<file path="src/sv/lbd_pkg.sv">
// ----------------------------------------------------------------------------
// lbd_pkg
// Shared types and constants for the LCD bitmap draw engine.
// ----------------------------------------------------------------------------
package lbd_pkg;

  localparam int unsigned ScreenW = 120;
  localparam int unsigned ScreenH = 32;
  localparam int unsigned TextLines = ScreenH / 8;
  localparam int unsigned RowAw = $clog2(ScreenH);
  localparam int unsigned ColAw = $clog2(ScreenW);

  typedef enum logic [3:0] {
    REQ_SET    = 4'd0,
    REQ_CLR    = 4'd1,
    REQ_INV    = 4'd2,
    REQ_TEST   = 4'd3,
    REQ_LINE   = 4'd4,
    REQ_CIRCLE = 4'd5,
    REQ_CLRTXT = 4'd6,
    REQ_CLRALL = 4'd7,
    REQ_SCROLL = 4'd8
  } req_e;

  localparam logic CfgScrollTop = 1'b0;
  localparam logic CfgScrollEnd = 1'b1;

  typedef enum logic [3:0] {
    ST_IDLE,
    ST_PIX_RD,
    ST_PIX_WR,
    ST_LINE,
    ST_CIRC,
    ST_ROWCLR,
    ST_SCR_RD,
    ST_SCR_WR,
    ST_DONE
  } state_e;

  // controller to datapath
  typedef struct packed {
    logic load;       // capture command fields
    logic pix_rd;     // issue read of pixel row
    logic pix_wr;     // write modified pixel row
    logic line_step;  // line stepper advances
    logic line_init;
    logic circ_step;
    logic circ_init;
    logic row_clr;    // write zero row at row counter
    logic row_init;
    logic scr_init;   // set up scroll copy range
    logic scr_rd;
    logic scr_wr;
    logic done;
  } ctl_t;

  // datapath to controller
  typedef struct packed {
    logic line_last;
    logic circ_last;
    logic row_last;
    logic scr_ok;
    logic scr_copy_last;
  } sts_t;

endpackage

</file>
<file path="src/sv/lbd_ctrl.sv">
// ----------------------------------------------------------------------------
// lbd_ctrl
// Command sequencer: pixel read-modify-write, line and circle walks, row sweeps.
// ----------------------------------------------------------------------------
module lbd_ctrl import lbd_pkg::*; (
  input  logic       clk_i,
  input  logic       rst_ni,
  input  logic       start_i,
  input  logic [3:0] req_type_i,
  input  logic [7:0] y_start_i,
  input  sts_t       sts_i,
  output ctl_t       ctl_o,
  output logic       busy_o,
  output logic       done_o
);

  state_e state_q, state_d;
  req_e   kind_q;
  logic   sub_q, sub_d;  // 0 before the init step of a walk or sweep, 1 after it

  always_ff @(posedge clk_i or negedge rst_ni) begin
    if (!rst_ni) begin
      state_q <= ST_IDLE;
      sub_q   <= 1'b0;
      kind_q  <= REQ_SET;
    end else begin
      state_q <= state_d;
      sub_q   <= sub_d;
      if (start_i && state_q == ST_IDLE) begin
        kind_q <= req_e'(req_type_i);
      end
    end
  end

  always_comb begin
    state_d = state_q;
    sub_d   = sub_q;
    ctl_o   = '0;
    unique case (state_q)
      ST_IDLE: begin
        if (start_i) begin
          ctl_o.load = 1'b1;
          sub_d      = 1'b0;
          unique case (req_type_i)
            REQ_SET, REQ_CLR, REQ_INV, REQ_TEST: state_d = ST_PIX_RD;
            REQ_LINE:   state_d = ST_LINE;
            REQ_CIRCLE: state_d = ST_CIRC;
            REQ_CLRTXT: state_d = (y_start_i < 8'(TextLines)) ? ST_ROWCLR : ST_DONE;
            REQ_CLRALL: state_d = ST_ROWCLR;
            REQ_SCROLL: state_d = ST_SCR_RD;
            default:    state_d = ST_DONE;
          endcase
        end
      end
      ST_PIX_RD: begin
        ctl_o.pix_rd = 1'b1;
        state_d      = ST_PIX_WR;
      end
      ST_PIX_WR: begin
        ctl_o.pix_wr = (kind_q != REQ_TEST);
        if (kind_q == REQ_TEST) begin
          ctl_o.pix_wr = 1'b1;
        end
        state_d = ST_DONE;
      end
      ST_LINE: begin
        // sub 0: first entry init; then read, write alternating
        if (!sub_q) begin
          ctl_o.line_init = 1'b1;
          sub_d           = 1'b1;
          state_d         = ST_PIX_RD;
        end
      end
      ST_CIRC: begin
        if (!sub_q) begin
          ctl_o.circ_init = 1'b1;
          sub_d           = 1'b1;
          state_d         = ST_PIX_RD;
        end
      end
      ST_ROWCLR: begin
        if (!sub_q) begin
          ctl_o.row_init = 1'b1;
          sub_d          = 1'b1;
        end else begin
          ctl_o.row_clr = 1'b1;
          if (sts_i.row_last) begin
            state_d = ST_DONE;
          end
        end
      end
      ST_SCR_RD: begin
        if (!sub_q) begin
          if (!sts_i.scr_ok) begin
            state_d = ST_DONE;
          end else begin
            ctl_o.scr_init = 1'b1;
            sub_d          = 1'b1;
          end
        end else begin
          if (sts_i.scr_copy_last) begin
            state_d = ST_ROWCLR;
            sub_d   = 1'b0;
          end else begin
            ctl_o.scr_rd = 1'b1;
            state_d      = ST_SCR_WR;
          end
        end
      end
      ST_SCR_WR: begin
        ctl_o.scr_wr = 1'b1;
        state_d      = ST_SCR_RD;
      end
      ST_DONE: begin
        ctl_o.done = 1'b1;
        state_d    = ST_IDLE;
      end
      default: state_d = ST_IDLE;
    endcase

    // point loops: after writing a point go back to the walker
    if (state_q == ST_PIX_WR && kind_q == REQ_LINE) begin
      if (sts_i.line_last) begin
        state_d = ST_DONE;
      end else begin
        ctl_o.line_step = 1'b1;
        state_d         = ST_PIX_RD;
      end
    end
    if (state_q == ST_PIX_WR && kind_q == REQ_CIRCLE) begin
      if (sts_i.circ_last) begin
        state_d = ST_DONE;
      end else begin
        ctl_o.circ_step = 1'b1;
        state_d         = ST_CIRC;
        sub_d           = 1'b0;
      end
    end
  end

  assign busy_o = (state_q != ST_IDLE);
  assign done_o = ctl_o.done;

`ifndef ASSERT_OFF
  a_start_busy: assert property (@(posedge clk_i) disable iff (!rst_ni)
    (start_i && !busy_o) |=> busy_o)
    else $error("command not taken");
  a_done_idle: assert property (@(posedge clk_i) disable iff (!rst_ni)
    done_o |=> !busy_o)
    else $error("done without return to idle");
  a_rd_wr: assert property (@(posedge clk_i) disable iff (!rst_ni)
    ctl_o.pix_rd |=> (state_q == ST_PIX_WR))
    else $error("pixel read without write phase");
`endif

endmodule

</file>
<file path="config.mk">
export PLATFORM = sky130hd
export DESIGN_NAME = lbd_ctrl
export DESIGN_NICKNAME = d
export VERILOG_FILES = /design/src/sv/lbd_pkg.sv /design/src/sv/lbd_ctrl.sv
export SDC_FILE = /design/constraint.sdc
export NUM_CORES = 1
export LEC_CHECK = 0
export ABC_AREA = 1
export BUFFER_PORTS_ARGS = -buffer_cell sky130_fd_sc_hd__buf_2
export CORE_ASPECT_RATIO = 1.75
export CORE_UTILIZATION = 35
export DETAILED_ROUTE_END_ITERATION = 10
export PLACE_DENSITY = 0.6
export SETUP_SLACK_MARGIN = 0.5
export SKIP_CTS_REPAIR_TIMING = 1
export SLEW_MARGIN = 40
export SYNTH_ARGS = -nofsm -noshare
export SYNTH_HDL_FRONTEND = slang
export SYNTH_SLANG_ARGS = --single-unit
</file>
<file path="constraint.sdc">
create_clock -name clk_i -period 2.5 [get_ports clk_i]
set_input_delay 0.5 -clock clk_i [delete_from_list [all_inputs] [get_ports clk_i]]
set_output_delay 0.5 -clock clk_i [all_outputs]
set_load 0.05 [all_outputs]
</file>
==> flow_metrics.tcl <==
set metrics [dict create \
    status "complete, no violations" \
    io_pins 35 \
    cts_root_buf "clkbuf_8" \
    cts_max_level 1 \
    drt-total-wl_um 2260 \
    synth_commonest_cells "nand2_1, nor2_1, inv_1, dfrtp_1, nand3_1" \
    leakage_nw 0.693 \
    drv_cap 0 \
    power_per_cell_area_mw_per_mm2 1120 \
    worst_slack_ns 0.507 \
    setup_viol 0 \
    grtUsageTotal_pct 19.7 \
    fin_util_pct 53.0 \
    clk_path_buf_depth 2 \
    initial_core_util_pct 37.1 \
    rsz0062_at_grt "yes" \
    tightest_slew_ns 0.303 \
    yosys_warnings 0 \
    grt_pass1_vias 945 \
    grt_start_max_net_pins 10 \
    via_per_inst 4.82 \
    wl_per_cell_um 10.8 \
    initialDrtViolationCount 18 \
    required_ns 2.00 \
    routabilityCongestion 0.810 \
    crit_path_max_fanout 5 \
    nets 206 \
    synth.net_count 161 \
    ff2ff_path_depth 10 \
    final_antenna_net_count 0 \
    synth_area_leader_cell "dfrtp_1" \
    io_buffers 32 \
    crit_top_cell "nor2_4" \
    ys_seq_area_share_pct 26.4 \
    grt_pass1_wl_um 3680 \
    insertion_delay_ns 0.23 \
    syn_to_final_growth_pct 43.0 \
    hpwl_um 1860 \
    fin_cells 210 \
    yosysMostFrequentCell "nand2_1" \
    r2r_start "state_q[1]$_DFFE_PN0P_" \
    power_mw 1.37 \
    dp_cells 196 \
    irDropWorstVdd_v 0.000456 \
    drive_gt1_share_pct 41.1 \
    die-height_um 67.3 \
    crit_arrival_ns 1.49 \
    die-width_um 39.3 \
    period_needed_ns 1.99 \
    cts_tree "built" \
    r2r_slack_ns 0.97 \
    min_period_over_period_pct 79.7 \
    synth_cell_types 23 \
    row_count 23 \
    crit_type "reg -> out" \
    endpoint_kind "output pin" \
    cp_top_family "simple AND/OR/NAND/NOR gates" \
    ys.flop_type "dfrtp_1" \
    die-area_mm2 0.00265 \
    slew_violations 0 \
    clk_pin_slew_ns 0.04 \
    cts.sink_count 9 \
    drc_errors 0 \
    pre_cts_ws_ns 0.496 \
    hp-class "in -> async" \
    netlist_top_cells_area "dfrtp_1, nand2_1, nor2_1, inv_1, nor2_4" \
    fin_setup_tns_ns 0 \
    start_kind "flip-flop" \
    syn_inst 141 \
    syn-cell-area_um2 853 \
    slew_headroom_pct 79.8 \
    antenna_cells 0 \
    netlist.area_leader.share_pct 26.4 \
    synth-edff-count 0 \
    slowest_stage "dfrtp_2" \
    overflow 0 \
    antenna_found_initial 0 \
    max_freq_mhz 502 \
    synth-async-reset-ratio_pct 100 \
    max_stage_delay_ns 0.38 \
    syn_area_per_cell_um2 6.05 \
    drt_first_pass_iters 4 \
    r2r-end "state_q[0]$_DFFE_PN0P_" \
    dr_total_vias 1012 \
    crit_buf_inv 3 \
    hold_violations 0 \
    cp_cell_sequence "inv_2 -> nor2_4 -> nand2_4 -> inv_4 -> nand4_1 -> nor2_4 -> buf_6" \
    cts_buffers 3 \
    coreArea_mm2 0.00230 \
    ys_seq_elements 9 \
    finClkSkew_ns 0.00136 \
]
area by class of cell:
class,count,area [um2]
Tap cell,25,31.3
Multi-Input combinational cell,108,572
Fill cell,256,1080
Inverter,22,85.1
Sequential cell,9,229
Clock buffer,4,45.0
Timing Repair Buffer,42,258
metrics by stage:
stage	hold WS, ns	cell area (um2)
after floorplan	0.204	876
after global placement	0.354	1050
after detailed placement	0.361	1050
after CTS	0.113	1100
after global routing	0.118	1220
final	0.109	1220
worst max path at each step:
| stage | from | endpoint | slack (ns) | depth (start not counted) |
|---|---|---|---|---|
| 2_1_floorplan | state_q[0]$_DFFE_PN0P_ | ctl_o[0] | 0.42 | 4 |
| 3_3_place_gp | state_q[1]$_DFFE_PN0P_ | ctl_o[9] | 0.51 | 7 |
| 3_5_place_dp | state_q[1]$_DFFE_PN0P_ | ctl_o[9] | 0.50 | 7 |
| 4_1_cts | state_q[1]$_DFFE_PN0P_ | ctl_o[9] | 0.24 | 7 |
| 5_1_grt | state_q[1]$_DFFE_PN0P_ | ctl_o[9] | 0.46 | 7 |
| 6_report | state_q[1]$_DFFE_PN0P_ | ctl_o[9] | 0.51 | 7 |
cells by family after synthesis:
logic type             after synthesis  share of synthesized area [%]
AO/OA/AOI/OAI                       11                           6.89
buffers and inverters               24                           11.3
flip-flops                           9                           26.4
AND/OR/NAND/NOR                     97                           55.4
report_power, final:
group	total, mW	switching (mW)	internal, mW	leakage, nW
combinational	0.901	0.593	0.308	0.563
sequential	0.300	0.0835	0.217	0.108
clock	0.170	0.0590	0.111	0.0228
total	1.37	0.735	0.636	0.693
cells in the final DEF, fill, tap and decap left out, drive strengths merged:
cell,netlist,final
nand2,46,46
buf,2,38
nor2,34,34
inv,21,22
nand3,10,10
dfrtp,9,9
clkbuf,0,8
nor3,6,6
o21ai,5,5
a21oi,4,4
a31oi,1,1
nand4,1,1
o21a,1,1
per-layer routing:
metal	up-vias	global-route usage, %	routed length (um)
met5	-	0	0
met4	0	5.17	21
met3	3	3.29	76
met2	27	39.4	1390
met1	460	19.0	780
li1	522	-	-
sequential cells by signal, summed over array words and instances, names as in the netlist:
name     flops
kind_q       4
state_q      4
sub_q        1
(Power assumes the default switching activity.)
